--- config.mk ---
export PLATFORM = sky130hd
export DESIGN_NAME = cwts_ctrl
export DESIGN_NICKNAME = d
export VERILOG_FILES = /design/src/rtl/cwts_pkg.sv /design/src/rtl/cwts_ctrl.sv
export VERILOG_INCLUDE_DIRS = /design/src /design/src/rtl
export SDC_FILE = /design/constraint.sdc
export NUM_CORES = 1
export LEC_CHECK = 0
export BUFFER_PORTS_ARGS = -buffer_cell sky130_fd_sc_hd__buf_2
export CAP_MARGIN = 20
export CORE_AREA = 3 3 40 42
export DETAILED_ROUTE_END_ITERATION = 10
export DIE_AREA = 0 0 43 45
export GPL_ROUTABILITY_DRIVEN = 0
export MAX_ROUTING_LAYER = met4
export PLACE_DENSITY = 0.7
export REMOVE_ABC_BUFFERS = 1
export SYNTH_ARGS = -nofsm -noshare
export SYNTH_HDL_FRONTEND = slang
export SYNTH_SLANG_ARGS = --single-unit
--- constraint.sdc ---
create_clock -name i_clk -period 3.4 [get_ports i_clk]
set_input_delay 0.68 -clock i_clk [delete_from_list [all_inputs] [get_ports i_clk]]
set_output_delay 0.68 -clock i_clk [all_outputs]
set_load 0.005 [all_outputs]
--- src/rtl/centered_window_trajectory_smoother_top_defines.svh ---
// assertion macros shared by the trajectory smoother rtl
`ifndef CENTERED_WINDOW_TRAJECTORY_SMOOTHER_TOP_DEFINES_SVH
`define CENTERED_WINDOW_TRAJECTORY_SMOOTHER_TOP_DEFINES_SVH

// same-cycle implication
`define CWTS_ASSERT_IMP(label, clk, rst_n, ante, cons, msg) \
    label: assert property (@(posedge clk) disable iff (!rst_n) (ante) |-> (cons)) \
        else $error(msg);

// next-cycle implication
`define CWTS_ASSERT_NXT(label, clk, rst_n, ante, cons, msg) \
    label: assert property (@(posedge clk) disable iff (!rst_n) (ante) |=> (cons)) \
        else $error(msg);

`endif

--- src/rtl/cwts_pkg.sv ---
// types, constants and helpers of the trajectory smoother
package cwts_pkg;

    localparam int RADIUS     = 30;
    localparam int SAMPLE_W   = 32;
    localparam int SUM_W      = 39;
    localparam int IDX_W      = 32;
    localparam int HIST_DEPTH = 64;
    localparam int HIST_AW    = $clog2(HIST_DEPTH);
    localparam int HIST_W     = 3 * SAMPLE_W;
    localparam int CNT_W      = $clog2(2 * RADIUS + 1);
    localparam int STEP_W     = $clog2(SUM_W);
    localparam logic [STEP_W-1:0] STEP_LAST = STEP_W'(SUM_W - 1);

    typedef struct packed {
        logic signed [SAMPLE_W-1:0] pos_x;
        logic signed [SAMPLE_W-1:0] pos_y;
        logic signed [SAMPLE_W-1:0] angle;
        logic                       final_sample;
    } t_in_item;

    typedef struct packed {
        logic signed [SAMPLE_W-1:0] smooth_x;
        logic signed [SAMPLE_W-1:0] smooth_y;
        logic signed [SAMPLE_W-1:0] smooth_angle;
        logic                       end_of_run;
    } t_out_item;

    typedef enum logic [1:0] {
        ST_IDLE,
        ST_CHECK,
        ST_DIV,
        ST_OUT
    } t_state;

    typedef struct packed {
        logic load_sample;
        logic load_div;
        logic div_step;
        logic emit_done;
        logic clear_run;
    } t_cmd;

    typedef struct packed {
        logic want_result;
        logic run_last;
    } t_status;

    function automatic logic signed [SUM_W-1:0] sext_sample(
        input logic signed [SAMPLE_W-1:0] v
    );
        return {{(SUM_W - SAMPLE_W){v[SAMPLE_W-1]}}, v};
    endfunction

endpackage

--- src/rtl/cwts_ctrl.sv ---
// controller: sequencing of sample load, divide and result transaction
`include "centered_window_trajectory_smoother_top_defines.svh"
module cwts_ctrl (
    input  logic              i_clk,
    input  logic              i_rst_n,
    input  logic              i_in_valid,
    output logic              o_in_stall,
    output logic              o_out_valid,
    input  logic              i_out_stall,
    input  cwts_pkg::t_status i_status,
    output cwts_pkg::t_cmd    o_cmd
);
    import cwts_pkg::*;

    t_state            r_state, n_state;
    logic [STEP_W-1:0] r_step, n_step;

    always_comb begin
        n_state = r_state;
        n_step  = r_step;
        unique case (r_state)
            ST_IDLE: begin
                if (i_in_valid) begin
                    n_state = ST_CHECK;
                end
            end
            ST_CHECK: begin
                n_step  = '0;
                n_state = i_status.want_result ? ST_DIV : ST_IDLE;
            end
            ST_DIV: begin
                n_step = r_step + STEP_W'(1);
                if (r_step == STEP_LAST) begin
                    n_state = ST_OUT;
                end
            end
            ST_OUT: begin
                if (!i_out_stall) begin
                    n_state = ST_CHECK;
                end
            end
            default: n_state = ST_IDLE;
        endcase
    end

    always_comb begin
        o_cmd.load_sample = (r_state == ST_IDLE) && i_in_valid;
        o_cmd.load_div    = (r_state == ST_CHECK) && i_status.want_result;
        o_cmd.clear_run   = (r_state == ST_CHECK) && !i_status.want_result
                            && i_status.run_last;
        o_cmd.div_step    = (r_state == ST_DIV);
        o_cmd.emit_done   = (r_state == ST_OUT) && !i_out_stall;
        o_out_valid       = (r_state == ST_OUT);
        o_in_stall        = (r_state != ST_IDLE);
    end

    always_ff @(posedge i_clk) begin
        if (!i_rst_n) begin
            r_state <= ST_IDLE;
            r_step  <= '0;
        end else begin
            r_state <= n_state;
            r_step  <= n_step;
        end
    end

    `CWTS_ASSERT_IMP(a_out_blocks_in, i_clk, i_rst_n, o_out_valid, o_in_stall,
        "input open while a result is waiting")
    `CWTS_ASSERT_NXT(a_div_to_out, i_clk, i_rst_n, (r_state == ST_DIV) && (r_step == STEP_LAST),
        o_out_valid, "result not shown after last divide step")
    `CWTS_ASSERT_NXT(a_load_to_check, i_clk, i_rst_n, o_cmd.load_sample,
        (r_state == ST_CHECK) && o_in_stall, "sample transaction not followed by check")

endmodule

Word-level counts from Yosys, hierarchy flattened
Index checks and enable logic that the tools add are counted.

Logic and storage cells: 27. Register bits after elaboration: 8. Output and inout bits: 7. Input bits: 6.

Reduce and logical (&&, ||, !) cells: 11. Multiplexer cells: 6. $add $sub $neg: 1. Equality and inequality tests: 7.

Operators by type and width (number): $pmux W6 S2 (1); $mux W2 (4); $pmux W2 S4 (1); $add A6 B1 Y6 const B (1); $eq A6 B6 Y1 const B (1); $logic_and A1 B1 Y1 (5); $eq A2 B2 Y1 const B (2); $ne A2 B2 Y1 const B (2); $reduce_bool A2 Y1 (2); $reduce_and A3 Y1 (1); $eq A2 B1 Y1 const B (1); $logic_not A1 Y1 (2); $logic_not A2 Y1 (1); $ne A2 B1 Y1 const B (1).

Logic depth before layout (Yosys ltp)
Gate-level depths: netlist (run 1).

Depth in word-level cells: 3. Mapped depth: 6. Mapped depth without buffers: 5.

Least setup slack after synthesis (run 1)
Ideal clock, no wire load.

Path type: reg2reg. From: register r_state[0]. To: register r_state[0]. Slack: 1.860 ns. Stages on the path, launching flop included: 6. Library setup time: 0.072 ns. Clock period less this slack: 1.540 ns. Required time: 3.328 ns. Path buffers: 0. Arrival time: 1.468 ns. Path through: dfxtp_1 > inv_1 > ha_1 > a21boi_1 > a2111oi_2 > mux2i_1.

RTL lines: from (decl) (RTL line cwts_ctrl.sv:15) `t_state r_state, n_state;`; from (signal assigned) (RTL line cwts_ctrl.sv:62) `r_state <= n_state;`.

==> flow_metrics.tcl, run 1 <==
set metrics [dict create \
    dr.first_iter.drc_count 1 \
    start_util_pct 38.07 \
    synthTopCellsByArea "dfxtp_1, ha_1, and2_1" \
    synth_top_area_cell "dfxtp_1" \
    clkSlewWorstSetupHoldPaths_ns 0.05 \
    drv_slew 0 \
    synth-seq-cells 8 \
    hpwl_um 691.6 \
    drt_pass1_iterations 2 \
    regToRegStartpoint "r_state[0]$_SDFFE_PN0P_" \
    routedWlPerCell_um 10.39 \
    r2r_slack_ns 1.70 \
    crit_path_max_fanout 4 \
    grt_max_degree 9 \
    grt-ovfl-total 0 \
    yosysSeqAreaShare_pct 32.74 \
    worstHoldStart "r_step[5]$_SDFFE_PN0P_" \
    cap_violations 0 \
    routed_wl_um 883 \
    fin_tns_setup_ns 0 \
    period_share_pct 55.56 \
    syn_area_per_cell_um2 8.736 \
    drive_gt1_share_pct 22.86 \
    synth_cells 56 \
    grt_use_total_pct 10.74 \
    ir_drop_mv 0.1982 \
    vias 417 \
    fmax_ghz 0.5294 \
    endpoint_kind "output port" \
    vias_per_cell 4.906 \
    cts.path.max_buffers 2 \
    hold_end "r_step[5]$_SDFFE_PN0P_" \
    cts_setup_buffers 0 \
    finClkSkew_ns 0.004114 \
    reg2regPathDepth 5 \
    mostFrequentLayoutCells "buf_2, dfxtp_1, ha_1" \
    tightest_slew_ns 0.4746 \
    critPathLaunchType "register" \
    p_leak_nw 0.2778 \
    cts_hold_buf 0 \
    clk_latency_ns 0.25 \
    nets 84 \
    grt_pass1_wl_um 1421 \
    num_antenna_cells 0 \
    period_minus_slack_ns 1.889 \
    synth.distinct_cells 21 \
    final_common_cell "buf_2" \
    power_w 0.0002247 \
    hold_path.class "register to register" \
    drc 0 \
    dieArea_um2 1935 \
    power_density_nw_per_um2 382.9 \
    setup_viol 0 \
    critPathArrivalTime_ns 1.21 \
    antenna_found_initial 0 \
    hold_viol 0 \
    outcome "completed" \
    clock_sinks 8 \
    holdPathStages 2 \
    htreeDepth 1 \
    cts_tree "built" \
    first_global_vias 340 \
    ant_nets 0 \
    die_w_um 43 \
    core_um2 1285 \
    rsz0062_at_grt "no" \
    boundaryPins 13 \
    slew_headroom_pct 68.02 \
    ys_warn_count 0 \
    cts-root-buf "clkbuf_4" \
    required_ns 2.72 \
    syn_area_um2 489.2 \
    timing_worst_setup_path_type "register to output port" \
    r2r-end "r_state[1]$_SDFFE_PN0P_" \
    die_h_um 45 \
    numCtsBuffers 3 \
    area_growth_pct 19.95 \
    placementRows 13 \
    portBuffers 12 \
    synth.top_cell.area_share_pct 32.74 \
    cts.repair.resized 0 \
]
## area by class of cell
cell class,count,area [um^2]
Clock buffer,3,22.52
Fill cell,138,698.2
Inverter,5,18.77
Multi-Input combinational cell,42,306.5
Sequential cell,8,160.2
Tap cell,15,18.77
Timing Repair Buffer,12,60.06
## cell usage after synthesis
cell type	number
o21ai_0	2
nand2b_1	1
ha_1	6
mux2i_1	3
dfxtp_1	8
xor2_1	3
nand3_1	2
a21boi_1	1
or3_1	1
a21oi_1	1
clkbuf_1	1
nor2b_1	2
nor2_1	4
inv_1	5
o211ai_1	1
nand4_1	2
and2_1	5
o2bb2ai_1	1
nand2_1	5
or3b_1	1
a2111oi_2	1
## kinds of logic (layout without fill, tap and decap cells)
| group | count (synthesis) | in the layout | synth area share, % |
|---|---|---|---|
| AOI/OAI and AO/OA | 7 | 7 | 11.00 |
| xor gates and xnor gates | 3 | 3 | 5.372 |
| adders and majority gates | 6 | 6 | 15.34 |
| DFF | 8 | 8 | 32.74 |
| and+or+nand+nor | 23 | 23 | 24.81 |
| muxes | 3 | 3 | 6.138 |
| buffers and inverters | 6 | 20 | 4.603 |
## worst max-delay path by stage
| stage | start | endpoint | slack [ns] |
|---|---|---|---|
| detailed placement | i_in_valid | o_cmd[4] | 1.68 |
| global route | r_state[1]$_SDFFE_PN0P_ | o_cmd[3] | 1.43 |
| global placement | i_status[1] | o_cmd[3] | 1.68 |
| floorplan | r_state[0]$_SDFFE_PN0P_ | r_state[0]$_SDFFE_PN0P_ | 1.86 |
| finish | r_state[1]$_SDFFE_PN0P_ | o_cmd[3] | 1.51 |
| CTS | r_state[1]$_SDFFE_PN0P_ | o_cmd[3] | 1.49 |
## power by group
group          switching [W]  internal, W  total [W]
registers         0.00000375    0.0000973   0.000101
clock network      0.0000303    0.0000402  0.0000705
logic              0.0000284    0.0000247  0.0000531
## state kept, by name, summed over array words and instances (netlist names)
signal / cells
r_step: 6
r_state: 2
## worst max-delay path, cell delays in order (launching register included)
cell and delay, ns:
dfxtp_1 0.37, inv_1 0.08, ha_1 0.21, and2_1 0.17, buf_2 0.12
## routing by layer
metal	GRT usage, %	vias to the layer above	wire length (um)
met4	7.229	0	22
met5	-	-	0
li1	-	219	-
met3	5.179	4	66
met1	11.38	181	367
met2	15.87	13	426
## stage by stage
stage / utilization [%] / hold WS (ns) / setup slack (ns) / cells / instance area, um^2
2_1_floorplan: - / 0.4584 / 1.860 / 55 / 485.5
3_3_place_gp: 43.91 / 0.4740 / 1.678 / 82 / 564.3
3_5_place_dp: 43.91 / 0.4856 / 1.676 / 82 / 564.3
4_1_cts: 45.67 / 0.4936 / 1.493 / 85 / 586.8
5_1_grt: 45.67 / 0.5166 / 1.429 / 85 / 586.8
6_report: 45.67 / 0.4893 / 1.511 / 85 / 586.8
Power figures use the tool's default switching activity.
==> run 2, diff against run 1 <==
--- a/config.mk
+++ b/config.mk
@@ -6,6 +6,7 @@
 export SDC_FILE = /design/constraint.sdc
 export NUM_CORES = 1
 export LEC_CHECK = 0
+export ABC_AREA = 1
 export BUFFER_PORTS_ARGS = -buffer_cell sky130_fd_sc_hd__buf_2
 export CAP_MARGIN = 20
 export CORE_AREA = 3 3 40 42
@@ -13,7 +14,7 @@
 export DIE_AREA = 0 0 43 45
 export GPL_ROUTABILITY_DRIVEN = 0
 export MAX_ROUTING_LAYER = met4
-export PLACE_DENSITY = 0.7
+export PLACE_DENSITY = 0.71
 export REMOVE_ABC_BUFFERS = 1
 export SYNTH_ARGS = -nofsm -noshare
 export SYNTH_HDL_FRONTEND = slang
==> constraint.sdc (replaced) <==
create_clock -name i_clk -period 1.95 [get_ports i_clk]
set_input_delay 0.39 -clock i_clk [delete_from_list [all_inputs] [get_ports i_clk]]
set_output_delay 0.39 -clock i_clk [all_outputs]
set_load 0.005 [all_outputs]
==> flow_metrics.tcl, run 2 <==
set metrics [dict create \
    p_leak_nw 0.3125 \
    synthTopCellsByCount "inv_1, nand2_1, nor2_1" \
    drt_pass1_iterations 4 \
    drc 0 \
    cts_tree "built" \
    synthTopCellsByArea "dfxtp_1, ha_1, inv_1" \
    numCtsBuffers 3 \
    clkSlewWorstSetupHoldPaths_ns 0.05 \
    critPathArrivalTime_ns 1.15 \
    hpwl_um 787.5 \
    finClkSkew_ns 0.002231 \
    fmax_ghz 0.6487 \
    reg_top3 "r_step: 6 flops, r_state: 2 flops" \
    cap_violations 0 \
    core_um2 1285 \
    r2r_slack_ns 0.48 \
    synth_cells 71 \
    clk_latency_ns 0.26 \
    ant_nets 0 \
    synth-seq-cells 8 \
    synth_ff_type "dfxtp_1" \
    dr.first_iter.drc_count 7 \
    antenna_found_initial 0 \
    synth_xor_area_share_pct 0 \
    portBuffers 12 \
    ir_drop_mv 0.5323 \
    async_flop_share_pct 0 \
    power_w 0.0007078 \
    ys_warn_count 0 \
    critPathLaunchType "register" \
    largest_register_ff_count 6 \
    die_w_um 43 \
    crit_path_end "o_cmd[2]" \
    regMostFlops "r_step" \
    timing_worst_setup_path_type "register to output port" \
    synth_top_area_cell "dfxtp_1" \
    cts.repair.resized 0 \
    mostFrequentLayoutCells "inv_1, nand2_1, buf_2" \
    muxShareOfSynthArea_pct 0 \
    hold_viol 0 \
    drv_slew 0 \
    first_global_vias 441 \
    grt_pass1_wl_um 1766 \
    routed_wl_um 955 \
    synth.distinct_cells 17 \
    yosysSeqAreaShare_pct 31.84 \
    tightest_slew_ns 0.3194 \
    grt-ovfl-total 0 \
    fillers 136 \
    cts-root-buf "clkbuf_4" \
    hold_path.class "input port to register" \
    rsz0062_at_grt "no" \
    grt_max_degree 8 \
    reg2regPathDepth 7 \
    start_util_pct 39.14 \
    num_antenna_cells 0 \
    syn_area_per_cell_um2 7.084 \
    area_growth_pct 20.15 \
    clock_sinks 8 \
    cts_hold_buf 0 \
    boundaryPins 13 \
    outcome "completed" \
    nets 100 \
    vias_per_cell 4.802 \
    period_minus_slack_ns 1.541 \
    grt_use_total_pct 12.78 \
    dieArea_um2 1935 \
    syn_area_um2 503.0 \
    setup_viol 0 \
    power_density_nw_per_um2 1171 \
    fin_tns_setup_ns 0 \
    cts_setup_buffers 0 \
    period_share_pct 79.05 \
    regToRegStartpoint "r_state[0]$_SDFFE_PN0P_" \
    vias 485 \
    synth_top_family_by_area "simple AND/OR/NAND/NOR gates" \
    crit_start "r_state[0]$_SDFFE_PN0P_" \
    r2r-end "r_step[4]$_SDFFE_PN0P_" \
    cts.path.max_buffers 2 \
    drive_gt1_share_pct 24.42 \
    routedWlPerCell_um 9.455 \
    placementRows 13 \
    synth-compound-area-share_pct 13.43 \
    slew_headroom_pct 78.71 \
    synth_edf_count 0 \
    synth-simple-area-share_pct 30.10 \
    htreeDepth 1 \
    synth-adder-area-share_pct 14.93 \
    synth.top_cell.area_share_pct 31.84 \
    required_ns 1.56 \
    crit_path_max_fanout 6 \
    endpoint_kind "output port" \
    die_h_um 45 \
]
==> run 2: kinds of logic (layout without fill, tap and decap cells) <==
kind of cell / after synthesis / in the layout
compound gates: 11 / 11
simple gates: 33 / 33
flops: 8 / 8
fa+ha+maj: 6 / 6
buf+inv: 13 / 28
==> run 2: through the flow <==
| step | hold slack (ns) | setup slack (ns) | util [%] | area (um^2) | std cells |
|---|---|---|---|---|---|
| 2_1_floorplan | 0.4843 | 0.6441 | - | 503.0 | 71 |
| 3_3_place_gp | 0.5080 | 0.5242 | 45.28 | 581.8 | 98 |
| 3_5_place_dp | 0.5109 | 0.4793 | 45.28 | 581.8 | 98 |
| 4_1_cts | 0.3963 | 0.3847 | 47.03 | 604.3 | 101 |
| 5_1_grt | 0.4125 | 0.2947 | 47.03 | 604.3 | 101 |
| 6_report | 0.4005 | 0.4086 | 47.03 | 604.3 | 101 |
==> run 2: routing by layer <==
metal,up-vias,routed length [um],global-route usage (%)
met1,214,396,13.25
met4,0,34,9.036
li1,254,-,-
met2,12,448,20.36
met3,5,76,4.382
met5,-,0,-
==> run 2: final cells by class <==
type	instances	area (um^2)	area share, %
clock buffer	3	22.52	3.727
inverter	13	48.80	8.075
multi-input combinational	50	294.0	48.65
sequential	8	160.2	26.50
tap	15	18.77	3.106
timing repair buffer	12	60.06	9.938
==> run 2: worst min path at each step <==
stage | startpoint | to | slack [ns] | cells past startpoint
3_3_place_gp | r_step[1]$_SDFFE_PN0P_ | r_step[1]$_SDFFE_PN0P_ | 0.51 | 2
4_1_cts | i_rst_n | r_state[0]$_SDFFE_PN0P_ | 0.40 | 3
3_5_place_dp | r_step[1]$_SDFFE_PN0P_ | r_step[1]$_SDFFE_PN0P_ | 0.51 | 2
5_1_grt | i_rst_n | r_state[0]$_SDFFE_PN0P_ | 0.41 | 3
6_report | i_rst_n | r_state[0]$_SDFFE_PN0P_ | 0.40 | 3
2_1_floorplan | r_step[1]$_SDFFE_PN0P_ | r_step[1]$_SDFFE_PN0P_ | 0.48 | 2
==> run 2: critical path, cell delays in order (launching register included) <==
cell and delay [ns]:
dfxtp_1 0.38, inv_1 0.08, ha_1 0.27, buf_2 0.16
==> run 2: where the power goes <==
group	internal (W)	leakage, nW	switching (W)
registers	0.000191	0.0650	0.0000283
clock network	0.0000704	0.0138	0.0000561
logic	0.000144	0.234	0.000218
